`config.mk`:
```
export PLATFORM = sky130hd
export DESIGN_NAME = pulse_width_frame_encoder
export DESIGN_NICKNAME = d
export VERILOG_FILES = /design/src/rtl/pwfe_pkg.sv /design/src/rtl/pwfe_bit_source.sv /design/src/rtl/pwfe_line_coder.sv /design/src/rtl/pulse_width_frame_encoder.sv
export SDC_FILE = /design/constraint.sdc
export NUM_CORES = 1
export LEC_CHECK = 0
export BUFFER_PORTS_ARGS = -buffer_cell sky130_fd_sc_hd__buf_2
export CAP_MARGIN = 20
export CORE_MARGIN = 2
export CORE_UTILIZATION = 61
export CTS_CLUSTER_SIZE = 20
export DETAILED_ROUTE_END_ITERATION = 12
export GPL_TIMING_DRIVEN = 0
export PLACE_DENSITY_LB_ADDON = 0.3
export SLEW_MARGIN = 30
export SYNTH_ARGS = -nofsm -noshare
export SYNTH_HDL_FRONTEND = slang
export SYNTH_SLANG_ARGS = --single-unit
```
`constraint.sdc`:
```
create_clock -name clock -period 5.1 [get_ports clock]
set_input_delay 0.51 -clock clock [delete_from_list [all_inputs] [get_ports clock]]
set_output_delay 0.51 -clock clock [all_outputs]
set_load 0.03 [all_outputs]
```
`src/rtl/pwfe_pkg.sv`:
```
// Shared types and constants of the pulse width frame encoder.
package pwfe_pkg;

   // Configuration register indexes
   localparam logic [1:0] CSR_HOUSE_ONE = 2'd0;
   localparam logic [1:0] CSR_HOUSE_TWO = 2'd1;
   localparam logic [1:0] CSR_PRE_EN    = 2'd2;

   // Request kind carried on req_tuser
   localparam logic CMD_RAW       = 1'b0;
   localparam logic CMD_VALVE_SET = 1'b1;

   // Fixed frame bytes
   localparam logic [7:0] PRE_PREAMBLE_BYTE = 8'haa;
   localparam logic [7:0] PREAMBLE_BYTE     = 8'hcc;
   localparam logic [7:0] TERMINATOR_BYTE   = 8'hff;
   localparam logic [7:0] VALVE_SET_CMD     = 8'h26;
   localparam logic [7:0] CHECKSUM_SEED     = 8'h0c;
   localparam logic [7:0] ASSEMBLY_EMPTY    = 8'hff;

   // Byte counts
   localparam logic [3:0] PREAMBLE_COUNT = 4'd6;
   localparam logic [3:0] PRE_AND_PREAMBLE_COUNT = 4'd10;
   localparam logic [5:0] FRAME_MAX = 6'd51;

   // Percent scaling: floor(p*255/100) == (p*EXT_SCALE) >> 19 for p <= 100
   localparam logic [6:0]  PERCENT_MAX = 7'd100;
   localparam logic [20:0] EXT_SCALE   = 21'd1336965;

   // Logical bit positions: start bit, six bytes of nine bits, two stop zeros
   localparam logic [5:0] POS_BODY_FIRST = 6'd1;
   localparam logic [5:0] POS_BODY_LAST  = 6'd54;
   localparam logic [5:0] POS_DONE       = 6'd57;
   localparam logic [3:0] PARITY_SLOT    = 4'd8;

   // Body byte order
   localparam logic [2:0] BYTE_HOUSE_TWO = 3'd1;
   localparam logic [2:0] BYTE_ADDRESS   = 3'd2;
   localparam logic [2:0] BYTE_COMMAND   = 3'd3;
   localparam logic [2:0] BYTE_EXTENSION = 3'd4;

   // Line code pairs
   localparam logic [1:0] PAIR_HIGH = 2'b11;
   localparam logic [1:0] PAIR_MID  = 2'b10;
   localparam logic [1:0] PAIR_LOW  = 2'b00;

   typedef enum logic [1:0] {
      ST_IDLE,
      ST_PRE,
      ST_BITS,
      ST_TERM
   } state_type;

   // Bit source to top
   typedef struct packed {
      logic bit_val;
      logic done;
   } src_status_type;

   // Line coder to top
   typedef struct packed {
      logic       bit_done;
      logic       byte_valid;
      logic [7:0] byte_val;
   } coder_status_type;

endpackage

```
`src/rtl/pwfe_bit_source.sv`:
```
// Serializes the frame body into logical bits with parity and checksum.
module pwfe_bit_source import pwfe_pkg::*; (
   input  logic           clock,
   input  logic           reset,
   input  logic           start,
   input  logic           advance,
   input  logic [7:0]     house_one,
   input  logic [7:0]     house_two,
   input  logic [7:0]     address,
   input  logic [7:0]     command_byte,
   input  logic [7:0]     extension,
   output src_status_type status
);

   logic [5:0] pos_ff, pos_in;
   logic [7:0] shift_ff, shift_in;
   logic       par_ff, par_in;
   logic [7:0] csum_ff, csum_in;
   logic [3:0] bit_ff, bit_in;
   logic [2:0] byte_ff, byte_in;
   logic [2:0] byte_nx;
   logic [7:0] next_byte;
   logic       in_body;
   logic       done;

   assign in_body = (pos_ff >= POS_BODY_FIRST) && (pos_ff <= POS_BODY_LAST);
   assign done    = (pos_ff == POS_DONE);
   assign byte_nx = byte_ff + 3'd1;

   // Byte that follows the current one; the checksum comes last
   always_comb begin
      case (byte_nx)
         BYTE_HOUSE_TWO: next_byte = house_two;
         BYTE_ADDRESS:   next_byte = address;
         BYTE_COMMAND:   next_byte = command_byte;
         BYTE_EXTENSION: next_byte = extension;
         default:        next_byte = csum_ff;
      endcase
   end

   // Current logical bit
   always_comb begin
      status.done = done;
      if (pos_ff == 6'd0) begin
         status.bit_val = 1'b1;
      end else if (in_body) begin
         status.bit_val = (bit_ff == PARITY_SLOT) ? par_ff : shift_ff[7];
      end else begin
         status.bit_val = 1'b0;
      end
   end

   // Shift, parity and checksum update
   always_comb begin
      pos_in   = pos_ff;
      shift_in = shift_ff;
      par_in   = par_ff;
      csum_in  = csum_ff;
      bit_in   = bit_ff;
      byte_in  = byte_ff;
      if (start) begin
         pos_in   = '0;
         shift_in = house_one;
         par_in   = 1'b0;
         csum_in  = CHECKSUM_SEED + house_one;
         bit_in   = '0;
         byte_in  = '0;
      end else if (advance && !done) begin
         pos_in = pos_ff + 6'd1;
         if (in_body) begin
            if (bit_ff == PARITY_SLOT) begin
               bit_in   = '0;
               par_in   = 1'b0;
               byte_in  = byte_nx;
               shift_in = next_byte;
               if (byte_nx <= BYTE_EXTENSION) begin
                  csum_in = csum_ff + next_byte;
               end
            end else begin
               par_in   = par_ff ^ shift_ff[7];
               shift_in = {shift_ff[6:0], 1'b0};
               bit_in   = bit_ff + 4'd1;
            end
         end
      end
   end

   always_ff @(posedge clock) begin
      if (reset) begin
         pos_ff <= POS_DONE;
      end else begin
         pos_ff <= pos_in;
      end
   end

   always_ff @(posedge clock) begin
      shift_ff <= shift_in;
      par_ff   <= par_in;
      csum_ff  <= csum_in;
      bit_ff   <= bit_in;
      byte_ff  <= byte_in;
   end

endmodule

```
`src/rtl/pwfe_line_coder.sv`:
```
// Line codes logical bits into bit pairs and gathers them into bytes.
module pwfe_line_coder import pwfe_pkg::*; (
   input  logic             clock,
   input  logic             reset,
   input  logic             clear,
   input  logic             step,
   input  logic             bit_val,
   output coder_status_type status
);

   logic [1:0] phase_ff, phase_in;
   logic [7:0] asm_ff, asm_in;
   logic [1:0] left_ff, left_in;
   logic [1:0] pair;
   logic [7:0] shifted;
   logic       bit_end;

   // Pair for this phase: a zero is 11 00, a one is 11 10 00
   always_comb begin
      case (phase_ff)
         2'd0:    pair = PAIR_HIGH;
         2'd1:    pair = bit_val ? PAIR_MID : PAIR_LOW;
         default: pair = PAIR_LOW;
      endcase
   end

   assign shifted = {asm_ff[5:0], pair};
   assign bit_end = ((phase_ff == 2'd1) && !bit_val) || (phase_ff == 2'd2);

   always_comb begin
      status.bit_done   = step && bit_end;
      status.byte_valid = step && (left_ff == 2'd0);
      status.byte_val   = shifted;
   end

   always_comb begin
      phase_in = phase_ff;
      asm_in   = asm_ff;
      left_in  = left_ff;
      if (clear) begin
         phase_in = '0;
         asm_in   = ASSEMBLY_EMPTY;
         left_in  = 2'd3;
      end else if (step) begin
         phase_in = bit_end ? 2'd0 : phase_ff + 2'd1;
         if (left_ff == 2'd0) begin
            asm_in  = ASSEMBLY_EMPTY;
            left_in = 2'd3;
         end else begin
            asm_in  = shifted;
            left_in = left_ff - 2'd1;
         end
      end
   end

   always_ff @(posedge clock) begin
      if (reset) begin
         phase_ff <= '0;
         asm_ff   <= ASSEMBLY_EMPTY;
         left_ff  <= 2'd3;
      end else begin
         phase_ff <= phase_in;
         asm_ff   <= asm_in;
         left_ff  <= left_in;
      end
   end

endmodule

```
`src/rtl/pulse_width_frame_encoder.sv`:
```
// Top level of the pulse width frame encoder: request capture, sequencing, output word.
//
// One request word on req_ in gives one complete radio frame as a run of byte words
// on rsp_, sent most significant bit first on air; the terminator 0xff carries
// rsp_tlast. The house codes and the pre-preamble enable are set on the csr_ port;
// the user must write them only while no frame is in flight; the block does not
// enforce it. req_tready is high only while no frame is in progress. After a request
// is accepted the sequencer enters ST_PRE and loads each preamble byte into the
// output word register once the output slot is free; the body is built one coded bit
// pair per cycle in the line coder while the receiver does not stall, and each four
// pairs make one body byte. A stalled receiver freezes the sequencer: nothing
// advances while the output word waits, and no word is lost or repeated.
// Reset is synchronous and active high; it clears the sequencer and the output
// valid and sets the house codes to 0xff and the pre-preamble enable to 0.
module pulse_width_frame_encoder import pwfe_pkg::*; (
   input  logic        clock,
   input  logic        reset,
   // Request channel
   input  logic        req_tvalid,
   output logic        req_tready,
   input  logic [31:0] req_tdata,   // command_code[7:0], extension_byte[15:8],
                                    // percent_open[22:16], valve_address[30:23]
   input  logic        req_tuser,   // command
   // Response channel
   output logic        rsp_tvalid,
   input  logic        rsp_tready,
   output logic [7:0]  rsp_tdata,   // tx_byte[7:0]
   output logic        rsp_tlast,   // last_byte
   // Configuration port
   input  logic        csr_we,
   input  logic [1:0]  csr_index,
   input  logic [7:0]  csr_wdata
);

   state_type state_ff, state_in;

   logic [7:0] house_one_ff, house_two_ff;
   logic       pre_en_ff;
   logic [7:0] addr_ff, cmd_ff, ext_ff;
   logic [7:0] addr_in, cmd_in, ext_in;
   logic [3:0] pre_cnt_ff, pre_cnt_in;
   logic [5:0] frame_cnt_ff, frame_cnt_in;

   logic       rsp_valid_ff, rsp_valid_in;
   logic [7:0] rsp_data_ff, rsp_data_in;
   logic       rsp_last_ff, rsp_last_in;

   logic       accept;
   logic       slot_free;
   logic       emit_ok;
   logic       out_load;
   logic [7:0] out_byte;
   logic       out_last;
   logic       step;

   logic [6:0]  pct_sat;
   logic [27:0] ext_prod;
   logic        want_pre;

   src_status_type   src;
   coder_status_type coder;

   assign req_tready = (state_ff == ST_IDLE);
   assign accept     = req_tvalid && req_tready;
   assign slot_free  = !rsp_valid_ff || rsp_tready;
   assign emit_ok    = (frame_cnt_ff < FRAME_MAX);

   // Valve-set extension byte and pre-preamble decision
   always_comb begin
      pct_sat  = (req_tdata[22:16] > PERCENT_MAX) ? PERCENT_MAX : req_tdata[22:16];
      ext_prod = {21'd0, pct_sat} * {7'd0, EXT_SCALE};
      want_pre = req_tuser && (pct_sat != 7'd0) && pre_en_ff;
   end

   // Request capture
   always_comb begin
      addr_in = addr_ff;
      cmd_in  = cmd_ff;
      ext_in  = ext_ff;
      if (accept) begin
         addr_in = req_tdata[30:23];
         cmd_in  = req_tuser ? VALVE_SET_CMD : req_tdata[7:0];
         ext_in  = req_tuser ? ext_prod[26:19] : req_tdata[15:8];
      end
   end

   assign step = (state_ff == ST_BITS) && slot_free && !src.done;

   pwfe_bit_source u_src (
      .clock        (clock),
      .reset        (reset),
      .start        (accept),
      .advance      (coder.bit_done),
      .house_one    (house_one_ff),
      .house_two    (house_two_ff),
      .address      (addr_ff),
      .command_byte (cmd_ff),
      .extension    (ext_ff),
      .status       (src)
   );

   pwfe_line_coder u_coder (
      .clock   (clock),
      .reset   (reset),
      .clear   (accept),
      .step    (step),
      .bit_val (src.bit_val),
      .status  (coder)
   );

   // Next state
   always_comb begin
      state_in = state_ff;
      case (state_ff)
         ST_IDLE: begin
            if (accept) state_in = ST_PRE;
         end
         ST_PRE: begin
            if (slot_free && (pre_cnt_ff == 4'd1)) state_in = ST_BITS;
         end
         ST_BITS: begin
            if (src.done) state_in = ST_TERM;
         end
         ST_TERM: begin
            if (slot_free) state_in = ST_IDLE;
         end
         default: state_in = ST_IDLE;
      endcase
   end

   // Outputs of the sequencer
   always_comb begin
      out_load = 1'b0;
      out_byte = TERMINATOR_BYTE;
      out_last = 1'b0;
      case (state_ff)
         ST_PRE: begin
            out_load = slot_free;
            out_byte = (pre_cnt_ff > PREAMBLE_COUNT) ? PRE_PREAMBLE_BYTE : PREAMBLE_BYTE;
         end
         ST_BITS: begin
            out_load = coder.byte_valid;
            out_byte = coder.byte_val;
         end
         ST_TERM: begin
            out_load = slot_free;
            out_byte = TERMINATOR_BYTE;
            out_last = 1'b1;
         end
         default: out_load = 1'b0;
      endcase
   end

   // Counters
   always_comb begin
      pre_cnt_in   = pre_cnt_ff;
      frame_cnt_in = frame_cnt_ff;
      if (accept) begin
         pre_cnt_in   = want_pre ? PRE_AND_PREAMBLE_COUNT : PREAMBLE_COUNT;
         frame_cnt_in = '0;
      end else begin
         if ((state_ff == ST_PRE) && slot_free) pre_cnt_in = pre_cnt_ff - 4'd1;
         if (out_load && emit_ok) frame_cnt_in = frame_cnt_ff + 6'd1;
      end
   end

   // Output word register
   always_comb begin
      rsp_valid_in = rsp_valid_ff;
      rsp_data_in  = rsp_data_ff;
      rsp_last_in  = rsp_last_ff;
      if (out_load && emit_ok) begin
         rsp_valid_in = 1'b1;
         rsp_data_in  = out_byte;
         rsp_last_in  = out_last;
      end else if (rsp_tready) begin
         rsp_valid_in = 1'b0;
      end
   end

   always_ff @(posedge clock) begin
      if (reset) begin
         state_ff     <= ST_IDLE;
         pre_cnt_ff   <= '0;
         frame_cnt_ff <= '0;
         rsp_valid_ff <= 1'b0;
      end else begin
         state_ff     <= state_in;
         pre_cnt_ff   <= pre_cnt_in;
         frame_cnt_ff <= frame_cnt_in;
         rsp_valid_ff <= rsp_valid_in;
      end
   end

   always_ff @(posedge clock) begin
      addr_ff     <= addr_in;
      cmd_ff      <= cmd_in;
      ext_ff      <= ext_in;
      rsp_data_ff <= rsp_data_in;
      rsp_last_ff <= rsp_last_in;
   end

   // Configuration registers
   always_ff @(posedge clock) begin
      if (reset) begin
         house_one_ff <= 8'hff;
         house_two_ff <= 8'hff;
         pre_en_ff    <= 1'b0;
      end else if (csr_we) begin
         case (csr_index)
            CSR_HOUSE_ONE: house_one_ff <= csr_wdata;
            CSR_HOUSE_TWO: house_two_ff <= csr_wdata;
            CSR_PRE_EN:    pre_en_ff    <= csr_wdata[0];
            default:       pre_en_ff    <= pre_en_ff;
         endcase
      end
   end

   assign rsp_tvalid = rsp_valid_ff;
   assign rsp_tdata  = rsp_data_ff;
   assign rsp_tlast  = rsp_last_ff;

   // Checks
   a_last_is_term: assert property (@(posedge clock) disable iff (reset)
      (rsp_tvalid && rsp_tlast) |-> (rsp_tdata == TERMINATOR_BYTE))
      else $error("last word is not the terminator");

   a_frame_bound: assert property (@(posedge clock) disable iff (reset)
      frame_cnt_ff <= FRAME_MAX)
      else $error("frame byte count beyond bound");

   a_busy_after_accept: assert property (@(posedge clock) disable iff (reset)
      accept |=> !req_tready)
      else $error("request taken while frame still in progress");

   a_term_after_body: assert property (@(posedge clock) disable iff (reset)
      (state_ff == ST_TERM) |-> src.done)
      else $error("terminator before body finished");

endmodule
```
# Yosys cells after proc, flatten, opt, wreduce, memory -nomap -nowiden
# Cells that the tools add are included.
# totals
ff_bits	103
inputBits	48
output_inout_bits	11
elab_cells	135
# classes
add_sub_neg	9
n_mul	1
order_cmp	6
n_eq_ne	18
muxes	38
bitwise_logic	1
reduce_logical	40
# op_table
op	n
2-to-1 mux 8 bit	10
case mux 8 bit (4 select lines)	1
multiplier 7 x 21 -> 27 bit (second input constant)	1
2-to-1 mux 6 bit	3
2-to-1 mux 4 bit	4
case mux 8 bit (2 select lines)	1
2-to-1 mux 2 bit	7
2-to-1 mux 7 bit	2
logical AND 1 bit	13
adder 6 x 1 -> 6 bit (second input constant)	2
nonzero test 2 bit	6
AND reduction 2 bit	5
adder 4 x 8 -> 8 bit (first input constant)	1
adder 8 bit	1
equality test 2 bit (second input constant)	4
zero test 2 bit	4
case mux 2 bit (4 select lines)	1
AND reduction 4 bit	2
> comparator 7 bit (second input constant)	1
2-to-1 mux 1 bit	7
nonzero test 7 bit	1
equality test 2 x 1 -> 1 bit (second input constant)	3
equality test 3 x 2 -> 1 bit (second input constant)	2
equality test 6 bit (second input constant)	1
other kinds (24)	30

# Depth between registers and ports, before layout
# Gate-level depths: netlist of run 1.
# depth
ltp_word	11
mapped_depth	19
ltp_nobuf	18

# Cells and area by module
# From an unflattened synthesis of run 1, not the netlist that was laid out.
# hier_totals
hier_cells	734
area_unflattened_um2	7191.9
# by_module_without_submodules
module	n_inst	cells_per_inst	area_each_um2	seq_area_each_um2
pulse_width_frame_encoder	1	443	4342.9	1591.5
pwfe_bit_source	1	245	2367.3	760.7
pwfe_line_coder	1	46	481.7	200.2

# Least setup slack after synthesis of run 1
# No wires, ideal clock.
# synth_timing
kind	input port to flip-flop
start	input req_tdata[20]
end	register ext_ff[0] (data pin)
t_arrival_ns	4.241
path_slack_ns	0.599
stages	16
n_path_buf	1
cell_sequence	o311ai_0 -> nand2_1 -> fa_1 -> inv_1 -> ha_1 -> inv_1 -> fa_1 -> inv_1 -> ha_1 -> a211oi_1 -> nor2_1 -> o311a_1 -> a211oi_1 -> buf_2 -> xnor2_1 -> mux2_2
# synth_via
elab_chain_cells	4
# synth_rtl
element	line_no	text
from (decl)	pulse_width_frame_encoder.sv:21	input logic [31:0] req_tdata,
> comparator 7 bit	pulse_width_frame_encoder.sv:70	pct_sat = (req_tdata[22:16] > PERCENT_MAX) ? PERCENT_MAX : req_tdata[22:16];
2-to-1 mux 7 bit (*)	pulse_width_frame_encoder.sv:70	
multiplier 7 x 21 -> 27 bit (*)	pulse_width_frame_encoder.sv:71	ext_prod = {21'd0, pct_sat} * {7'd0, EXT_SCALE};
2-to-1 mux 8 bit (*)	pulse_width_frame_encoder.sv:83	ext_in = req_tuser ? ext_prod[26:19] : req_tdata[15:8];
to (signal assigned)	pulse_width_frame_encoder.sv:198	ext_ff <= ext_in;
to (decl)	pulse_width_frame_encoder.sv:39	logic [7:0] addr_ff, cmd_ff, ext_ff;
# Mark *: on every way between the ends. The rest lies on a longest branch, timed or not.
# A chain may end at the register's enable or synchronous reset.

# Worst setup path in the final report of run 1
# Ends and elaborated chain as after synthesis.

==> results of run 1 <==
==> worst max-delay path, delay by kind of cell <==
kind                     cells  cell delay (ns)
adder cells (fa/ha/maj)      4             1.67
AO/OA/AOI/OAI                4             1.43
XOR/XNOR                     1             0.10
AND/OR/NAND/NOR              2             0.35
buffers and inverters        5             0.55
multiplexers                 1             0.27
==> metal layers <==
layer  global-route usage  vias up  part of all wire
met5                    0        -           0.00084
met4              0.09675        2             0.024
met3              0.04979       31             0.053
met2               0.4854      156              0.49
met1               0.3431     2601              0.43
li1                     -     2651                 -
==> registers in the layout, indices dropped and copies added, names as in the netlist, 3 cells and up <==
signal,flops
addr_ff,8
cmd_ff,8
ext_ff,8
frame_cnt_ff,6
house_one_ff,8
house_two_ff,8
pre_cnt_ff,4
rsp_tdata,8
u_coder.asm_ff,6
u_src.bit_ff,4
u_src.byte_ff,3
u_src.csum_ff,8
u_src.pos_ff,6
u_src.shift_ff,8
==> through the flow <==
stage	total power [mW]	hold WS, ns	std cells	worst slack [ns]	area [sq um]
after floorplan	2.042	0.4374	709	0.5987	6809
after global placement	2.280	0.4502	905	-0.03212	7264
after detailed placement	2.380	0.4692	907	-0.2317	7313
after CTS	2.928	0.2867	923	0.1696	7528
after global routing	3.127	0.2867	923	0.1250	7533
final	2.937	0.2997	923	0.3407	7533
==> power by group <==
| group | switching [mW] | internal (mW) | leakage [nW] |
|---|---|---|---|
| clock network | 0.292 | 0.258 | 0.111 |
| logic | 0.732 | 0.472 | 2.32 |
| registers | 0.0878 | 1.09 | 0.898 |
==> cells in the mapped netlist, types with 9 or more instances <==
cell type	count
edfxtp_1	49
nand3_1	23
fa_1	14
mux2i_1	15
a21o_1	13
inv_1	61
nand2_1	74
ha_1	90
o21ai_0	28
o211ai_1	12
xor2_1	9
a31oi_1	9
nor2_1	61
a21oi_1	23
clkbuf_1	22
dfxtp_1	54
nor3_1	12
xnor2_1	19
==> cell families (layout without fill, tap and decap cells) <==
logic type | count (synthesis) | count (layout) | synth area share
XOR/XNOR | 28 | 28 | 0.03602
adder cells (fa/ha/maj) | 104 | 104 | 0.2065
multiplexers | 24 | 24 | 0.03749
buffers and inverters | 92 | 166 | 0.05145
AND/OR/NAND/NOR | 222 | 222 | 0.1536
flip-flops | 103 | 103 | 0.3749
AO/OA/AOI/OAI | 136 | 136 | 0.1400
==> path summary, 6_finish.rpt <==
| kind | start | end | slack (ns) | depth (start not counted) |
|---|---|---|---|---|
| worst max-delay path | req_tdata[20] | ext_ff[0] | 0.34 | 17 |
| worst min-delay path | req_tdata[30] | addr_ff[7] | 0.30 | 1 |
| worst max register to register | u_src.byte_ff[0] | u_src.csum_ff[7] | 1.14 | 12 |
| worst min register to register | house_two_ff[6] | house_two_ff[6] | 0.49 | 2 |
==> layout by cell type, fill, tap and decap left out, types with 5 or more instances in the layout <==
master	Yosys	final
nand2_1	74	74
edfxtp_1	49	49
o2111ai_1	6	6
nor3_1	12	12
a31oi_1	9	9
clkbuf_8	0	9
dfxtp_1	54	54
a21oi_1	23	23
nand3_1	23	23
o21ai_0	28	28
a222oi_1	8	8
nand2b_1	5	5
fa_1	14	14
xnor2_1	19	19
buf_2	3	59
nor2b_1	8	8
nor2_1	61	61
or2_2	8	8
xor2_1	9	9
ha_1	90	90
inv_1	61	62
mux2i_1	15	15
mux2_2	8	8
a21o_1	13	13
clkbuf_1	22	21
o211ai_1	12	12
==> area by class of cell <==
cell class / instances / area, sq um
buffer: 30 / 118.9
clock buffer: 10 / 148.9
clock inverter: 6 / 66.31
fill: 846 / 3354
inverter: 62 / 232.7
multi-input combinational: 514 / 3924
sequential: 103 / 2552
tap: 140 / 175.2
timing repair buffer: 58 / 315.3
==> what timing repair did <==
item | 4_1_cts | 5_1_grt
gates resized for setup | 0 | 1
endpoints found under the setup margin | 0 | 4
buffers inserted | 0 | 0
==> flow_metrics.env, run 1 <==
export IMPL_power_density_nw_per_um2=389.9
export IMPL_route_detailed_drc=0
export IMPL_ant_nets=0
export IMPL_maxCapViolations=0
export IMPL_numCtsBuffers=9
export IMPL_syn_avg_cell_area_sq_um=9.604
export IMPL_nets=930
export IMPL_post_route_util=0.6919
export IMPL_hp_class="input pin to flop"
export IMPL_antenna_found_initial=2
export IMPL_fp_dieW_microns=109.7
export IMPL_gp_congestion=0.8756
export IMPL_crit_chain="buf_2 > o311ai_0 > nand2_1 > fa_1 > inv_1 > ha_1 > inv_1 > fa_1 > inv_1 > ha_1 > a211oi_1 > nor2_1 > o311a_1 > a211oi_2 > buf_2 > xnor2_1 > mux2_2"
export IMPL_fin_crit_ns=4.759
export IMPL_cp_end_kind="flop"
export IMPL_grt_start_max_net_pins=20
export IMPL_via_per_inst=5.895
export IMPL_clock_latency_ns=0.38
export IMPL_cts_buffer_depth=2
export IMPL_ios=59
export IMPL_p_leak_nw=3.327
export IMPL_synth_nets=861
export IMPL_fin_crit_sh=0.9332
export IMPL_track_usage=0.2773
export IMPL_dp_final_hpwl_mm=12.17
export IMPL_worst_pin_slew_ns=0.7617
export IMPL_ys_ff_latch=103
export IMPL_slowest_stage="fa_1"
export IMPL_cts_root_buffer="clkbuf_8"
export IMPL_status="finished clean"
export IMPL_cp_start_kind="input pin"
export IMPL_finalHoldViolations=0
export IMPL_crit_path_max_fanout=10
export IMPL_rsz0062_at_grt="false"
export IMPL_synth_area_sq_um=6809
export IMPL_numClockSinks=103
export IMPL_vias=5441
export IMPL_synth_top_area_frac=0.2161
export IMPL_overflow=0
export IMPL_cp_data_required_time_ns=5.24
export IMPL_grt_pass1_wl_mm=25.75
export IMPL_die_h_microns=109.7
export IMPL_initial_core_util=0.6254
export IMPL_synth_main_ff_cell="dfxtp_1"
export IMPL_path_class="input pin to flop"
export IMPL_wl_per_cell_microns=16.79
export IMPL_synth_edff_count=49
export IMPL_die_area_sq_um=12020
export IMPL_firstDrtPassIters=6
export IMPL_yosysWarnings=0
export IMPL_async_reset_ff_frac=0
export IMPL_rows=38
export IMPL_skew_ns=0.01273
export IMPL_finalSetupTns_ns=0
export IMPL_synth_area_top_cells="edfxtp_1 (22%), ha_1 (17%), dfxtp_1 (16%)"
export IMPL_relSlewSlack=0.4791
export IMPL_clk_pin_slew_worst_paths_ns=0.10
export IMPL_port_buffers=56
export IMPL_cts_tree="yes"
export IMPL_layout_drive_gt1_share=0.1290
export IMPL_cpPeakStageDelay_ns=0.59
export IMPL_finalSetupViolCount=0
export IMPL_h_tree_depth=3
export IMPL_drt_total_wl_mm=15.49
export IMPL_diodes=0
export IMPL_hold_buffers=0
export IMPL_peakVddDrop_uv=247.4
export IMPL_ys_types=62
export IMPL_fmax_ghz=0.2101
export IMPL_netlist_instances=709
export IMPL_core_area_sq_um=10890
export IMPL_drt_first_iter_violations=483
export IMPL_syn2layout_area_growth_pct=10.64
export IMPL_yosys_area_top_type="edfxtp_1"
export IMPL_report_final_slew_viol_count=0
export IMPL_worst_ep_arrival_time_ns=4.90
export IMPL_grt_pass1_vias=5572
export IMPL_seq_area_frac_synth=0.3749
export IMPL_crit_top_cell="inv_1"
Note: power is estimated with default switching activity, not from simulation.
==> run 2, diff against run 1 <==
Settings changed: RECOVER_POWER set to 25, TNS_END_PERCENT set to 30.
==> run 2 against run 1 <==
First-iteration DRC count fell by 0.62%. Utilization fell by 0.081 points. Sequential cell count did not move. Wire length rose by 0.48%. Critical path type unchanged. Critical endpoint unchanged.
==> flow_metrics.env, run 2 (same netlist as run 1, synthesis figures left out) <==
export IMPL_holdWs_ns=0.3006
export IMPL_relSlewSlack=0.4803
export IMPL_via_per_inst=5.913
export IMPL_layout_commonest_cell="ha_1"
export IMPL_status="finished clean"
export IMPL_power_density_nw_per_um2=390.1
export IMPL_numCtsBuffers=9
export IMPL_grt_start_max_net_pins=20
export IMPL_core_area_sq_um=10890
export IMPL_numClockSinks=103
export IMPL_diodes=0
export IMPL_skew_ns=0.01361
export IMPL_drt_total_wl_mm=15.57
export IMPL_finalSetupViolCount=0
export IMPL_syn2layout_area_growth_pct=10.51
export IMPL_gp_congestion=0.8756
export IMPL_finalHoldViolations=0
export IMPL_path_class="input pin to flop"
export IMPL_cts_root_buffer="clkbuf_8"
export IMPL_overflow=0
export IMPL_mostFrequentLayoutCells="ha_1 (90), nand2_1 (74), inv_1 (62), nor2_1 (61), dfxtp_1 (54)"
export IMPL_ant_nets=0
export IMPL_worst_pin_slew_ns=0.7599
export IMPL_fillers=848
export IMPL_rows=38
export IMPL_antenna_found_initial=2
export IMPL_ios=59
export IMPL_fmax_ghz=0.2102
export IMPL_drt_first_iter_violations=480
export IMPL_grt_pass1_vias=5572
export IMPL_fp_dieW_microns=109.7
export IMPL_peakVddDrop_uv=247.2
export IMPL_p_leak_nw=3.308
export IMPL_finalSetupTns_ns=0
export IMPL_h_tree_depth=3
export IMPL_maxCapViolations=0
export IMPL_report_final_slew_viol_count=0
export IMPL_die_area_sq_um=12020
export IMPL_nets=930
export IMPL_grt_pass1_wl_mm=25.75
export IMPL_hp_class="input pin to flop"
export IMPL_route_detailed_drc=0
export IMPL_power_total_mw=2.935
export IMPL_cts_buffer_depth=2
export IMPL_post_route_util=0.6911
export IMPL_rsz0062_at_grt="false"
export IMPL_clk_pin_slew_worst_paths_ns=0.10
export IMPL_dp_final_hpwl_mm=12.17
export IMPL_place_ws_ns=-0.2317
export IMPL_crit_path_max_fanout=10
export IMPL_port_buffers=56
export IMPL_cts_tree="yes"
export IMPL_cp_end_kind="flop"
export IMPL_track_usage=0.2773
export IMPL_cp_data_required_time_ns=5.24
export IMPL_clock_latency_ns=0.38
export IMPL_initial_core_util=0.6254
export IMPL_worst_ep_arrival_time_ns=4.89
export IMPL_fin_crit_ns=4.758
export IMPL_wl_per_cell_microns=16.87
export IMPL_finalWorstSetupSlack_ns=0.3425
export IMPL_fin_crit_sh=0.9328
export IMPL_cp_start_kind="input pin"
export IMPL_vias=5458
export IMPL_layout_drive_gt1_share=0.1201
export IMPL_die_h_microns=109.7
export IMPL_firstDrtPassIters=5
export IMPL_cts_setup_buffers=0
run 2: final timing paths:
kind	from	endpoint	slack, ns	depth (start not counted)
worst min-delay path	req_tdata[30]	addr_ff[7]	0.30	1
worst min register to register	house_two_ff[6]	house_two_ff[6]	0.49	2
worst max register to register	u_src.byte_ff[0]	u_src.csum_ff[7]	1.11	12
worst max-delay path	req_tdata[20]	ext_ff[0]	0.34	17
run 2: area by class of cell:
| class | instances | area [sq um] | area share |
|---|---|---|---|
| inverters | 62 | 232.7 | 0.03093 |
| clock inverters | 6 | 66.31 | 0.008813 |
| well taps | 140 | 175.2 | 0.02328 |
| clock buffers | 10 | 148.9 | 0.01979 |
| flip-flops and latches | 103 | 2552 | 0.3392 |
| multi-input cells | 514 | 3924 | 0.5214 |
| plain buffers | 30 | 118.9 | 0.01580 |
| repair buffers | 58 | 306.5 | 0.04074 |
run 2: metrics by stage:
step	std cells	instance area, sq um
final	923	7525
after global routing	923	7525
after CTS	923	7528
after detailed placement	907	7313
after global placement	905	7264
after floorplan	709	6809
run 2: metal layers:
layer	part of all wire	GRT usage	routed length (microns)
met1	0.43	0.3431	6652
met2	0.49	0.4854	7691
met3	0.054	0.04979	841
met4	0.024	0.09675	370
met5	0.00083	0	13
run 2: power by group:
| group | internal [mW] | switching [mW] | total [mW] |
|---|---|---|---|
| clock | 0.258 | 0.291 | 0.550 |
| sequential | 1.09 | 0.0884 | 1.18 |
| combinational | 0.470 | 0.733 | 1.20 |
run 2: timing repair:
action	4_1_cts	5_1_grt
setup endpoints to repair	0	4
gates resized for setup	0	1
hold buffers	0	0
run 2: critical path, cell delays in order:
cell	delay, ns
buf_2	0.11
o311ai_0	0.42
nand2_1	0.26
fa_1	0.59
inv_1	0.05
ha_1	0.26
inv_1	0.05
fa_1	0.50
inv_1	0.04
ha_1	0.32
a211oi_1	0.31
nor2_1	0.09
o311a_1	0.34
a211oi_2	0.36
buf_2	0.30
xnor2_1	0.10
mux2_2	0.27
==> run 3, diff against run 2 <==
Settings changed: SLEW_MARGIN 30 to 40, SYNTH_HIERARCHICAL set to 1.
==> run 3 against run 2 <==
Clock power grew 26%. Critical path depth fell by 1. Clock skew shrank 0.0065 ns. Global-route usage is 0.68 points lower. First-iteration DRC count is 7.5% higher. Total power rose by 12%. Combinational power up 15%. Largest power group unchanged. Highest routed layer is now met4.
==> flow_metrics.env, run 3 <==
export IMPL_p_leak_nw=3.418
export IMPL_relSlewSlack=0.4528
export IMPL_cts_buffer_depth=2
export IMPL_synth_main_ff_cell="dfxtp_1"
export IMPL_power_total_mw=3.300
export IMPL_syn2layout_area_growth_pct=10.49
export IMPL_die_h_microns=112.6
export IMPL_drt_total_wl_mm=16.47
export IMPL_worst_ep_arrival_time_ns=4.86
export IMPL_cp_end_kind="flop"
export IMPL_startpoint="req_tdata[22]"
export IMPL_ant_nets=0
export IMPL_path_class="input pin to flop"
export IMPL_ios=59
export IMPL_drt_first_iter_violations=516
export IMPL_rsz0062_at_grt="false"
export IMPL_fp_dieW_microns=112.6
export IMPL_skew_ns=0.007103
export IMPL_met1_usage=0.3359
export IMPL_nets=956
export IMPL_peakVddDrop_uv=287.2
export IMPL_async_reset_ff_frac=0
export IMPL_layout_commonest_cell="ha_1"
export IMPL_min_delay_start="req_tdata[26]"
export IMPL_diodes=0
export IMPL_route_detailed_drc=0
export IMPL_cp_start_kind="input pin"
export IMPL_antenna_found_initial=0
export IMPL_core_area_sq_um=11470
export IMPL_power_density_nw_per_um2=415.3
export IMPL_vias=5769
export IMPL_finalWorstSetupSlack_ns=0.4040
export IMPL_yosysWarnings=6
export IMPL_cts_setup_buffers=0
export IMPL_fin_crit_sh=0.9208
export IMPL_wl_per_cell_microns=17.34
export IMPL_ys_types=75
export IMPL_cp_data_required_time_ns=5.26
export IMPL_maxCapViolations=0
export IMPL_netlist_instances=734
export IMPL_r2r_start="u_src/byte_ff[0]"
export IMPL_clock_latency_ns=0.35
export IMPL_p_comb_frac=0.418
export IMPL_hold_buffers=0
export IMPL_yosys_area_top_type="edfxtp_1"
export IMPL_dp_final_hpwl_mm=12.97
export IMPL_grt_pass1_vias=5828
export IMPL_clockPowerShare=0.210
export IMPL_layout_drive_gt1_share=0.1314
export IMPL_firstDrtPassIters=6
export IMPL_ys_top_cells_by_count="ha_1 (92), nand2_1 (82), inv_1 (59)"
export IMPL_via_per_inst=6.073
export IMPL_grt_use_met2=0.4754
export IMPL_finalHoldViolations=0
export IMPL_mostFrequentLayoutCells="ha_1 (92), nand2_1 (82), inv_1 (59), dfxtp_1 (54)"
export IMPL_synth_edff_count=49
export IMPL_power_frac_seq=0.373
export IMPL_cts_tree="yes"
export IMPL_grt_pass1_wl_mm=27.59
export IMPL_synth_top_area_frac=0.2046
export IMPL_gp_congestion=0.9349
export IMPL_initial_core_util=0.6272
export IMPL_place_ws_ns=0.07054
export IMPL_fmax_ghz=0.2129
export IMPL_port_buffers=57
export IMPL_numClockSinks=103
export IMPL_hp_class="input pin to flop"
export IMPL_synth_area_top_cells="edfxtp_1 (20%), ha_1 (16%), dfxtp_1 (15%)"
export IMPL_finalSetupViolCount=0
export IMPL_seq_area_frac_synth=0.3549
export IMPL_switching_share=0.3806
export IMPL_busiest_layer="met2"
export IMPL_track_usage=0.2704
export IMPL_worst_pin_slew_ns=0.8191
export IMPL_syn_avg_cell_area_sq_um=9.798
export IMPL_synth_area_sq_um=7192
export IMPL_p_int_mw=2.044
export IMPL_grt_start_max_net_pins=39
export IMPL_ys_ff_latch=103
export IMPL_fin_crit_ns=4.696
export IMPL_synth_nets=888
export IMPL_clk_pin_slew_worst_paths_ns=0.07
export IMPL_crit_path_max_fanout=6
export IMPL_synth_most_common_cell="ha_1"
export IMPL_p_sw_mw=1.256
export IMPL_cts_resized=0
export IMPL_h_tree_depth=3
export IMPL_status="finished clean"
export IMPL_rows=39
export IMPL_report_final_slew_viol_count=0
export IMPL_cts_root_buffer="clkbuf_16"
export IMPL_use_met3=0.03510
export IMPL_die_area_sq_um=12670
export IMPL_finalSetupTns_ns=0
export IMPL_overflow=0
export IMPL_numCtsBuffers=9
run 3: final cells by class:
type                            count  area (sq um)
Sequential cell                   103          2552
Timing Repair Buffer               57         269.0
Fill cell                         909          3521
Buffer                             28         152.6
Clock buffer                       10         229.0
Inverter                           59         221.5
Multi-Input combinational cell    544          4275
Clock inverter                      6         67.56
Tap cell                          143         178.9
run 3: path summary, 6_finish.rpt:
check	endpoint	slack, ns	cells past startpoint
min	addr_ff[3]	0.34	1
max	ext_ff[5]	0.40	16
max reg2reg	u_src/csum_ff[7]	1.38	12
min reg2reg	u_coder/asm_ff[5]	0.49	2
run 3: per-stage QoR:
| step | utilization | hold slack [ns] | instance area [sq um] | instances |
|---|---|---|---|---|
| 2_1_floorplan | - | 0.4373 | 7192 | 734 |
| 3_3_place_gp | 0.6676 | 0.4478 | 7656 | 934 |
| 3_5_place_dp | 0.6685 | 0.4660 | 7666 | 934 |
| 4_1_cts | 0.6944 | 0.3241 | 7963 | 950 |
| 5_1_grt | 0.6930 | 0.3292 | 7946 | 950 |
| 6_report | 0.6930 | 0.3354 | 7946 | 950 |
run 3: cells by family after synthesis:
| group | synth area share |
|---|---|
| DFF | 0.3549 |
| and+or+nand+nor | 0.1679 |
| AOI/OAI and AO/OA | 0.1578 |
| adders and majority gates | 0.1990 |
| xor gates and xnor gates | 0.03306 |
| buffers and inverters | 0.05149 |
| muxes | 0.03584 |
run 3: worst max-delay path, cell delays in order:
cell     delay (ns)
buf_2          0.14
nand2_1        0.11
nor2_1         0.05
or2_2          0.35
ha_1           0.35
ha_1           0.20
or2_2          0.28
fa_1           0.42
fa_1           0.51
ha_1           0.39
nand4_1        0.15
or2_0          0.26
or3b_4         0.43
o31ai_1        0.37
nor3_1         0.11
o31ai_1        0.23
run 3: layer usage:
layer / vias to the layer above / share of wire
met5: - / 0
met4: 0 / 0.030
met3: 40 / 0.049
met2: 184 / 0.50
met1: 2783 / 0.42
li1: 2762 / -
run 3: power groups by stage:
stage | clock, mW | combinational (mW) | sequential (mW)
global route | 0.728 | 1.54 | 1.25
CTS | 0.702 | 1.37 | 1.23
detailed placement | 0 | 1.36 | 1.25
finish | 0.692 | 1.38 | 1.23
floorplan | 0 | 0.986 | 1.25
global placement | 0 | 1.28 | 1.24
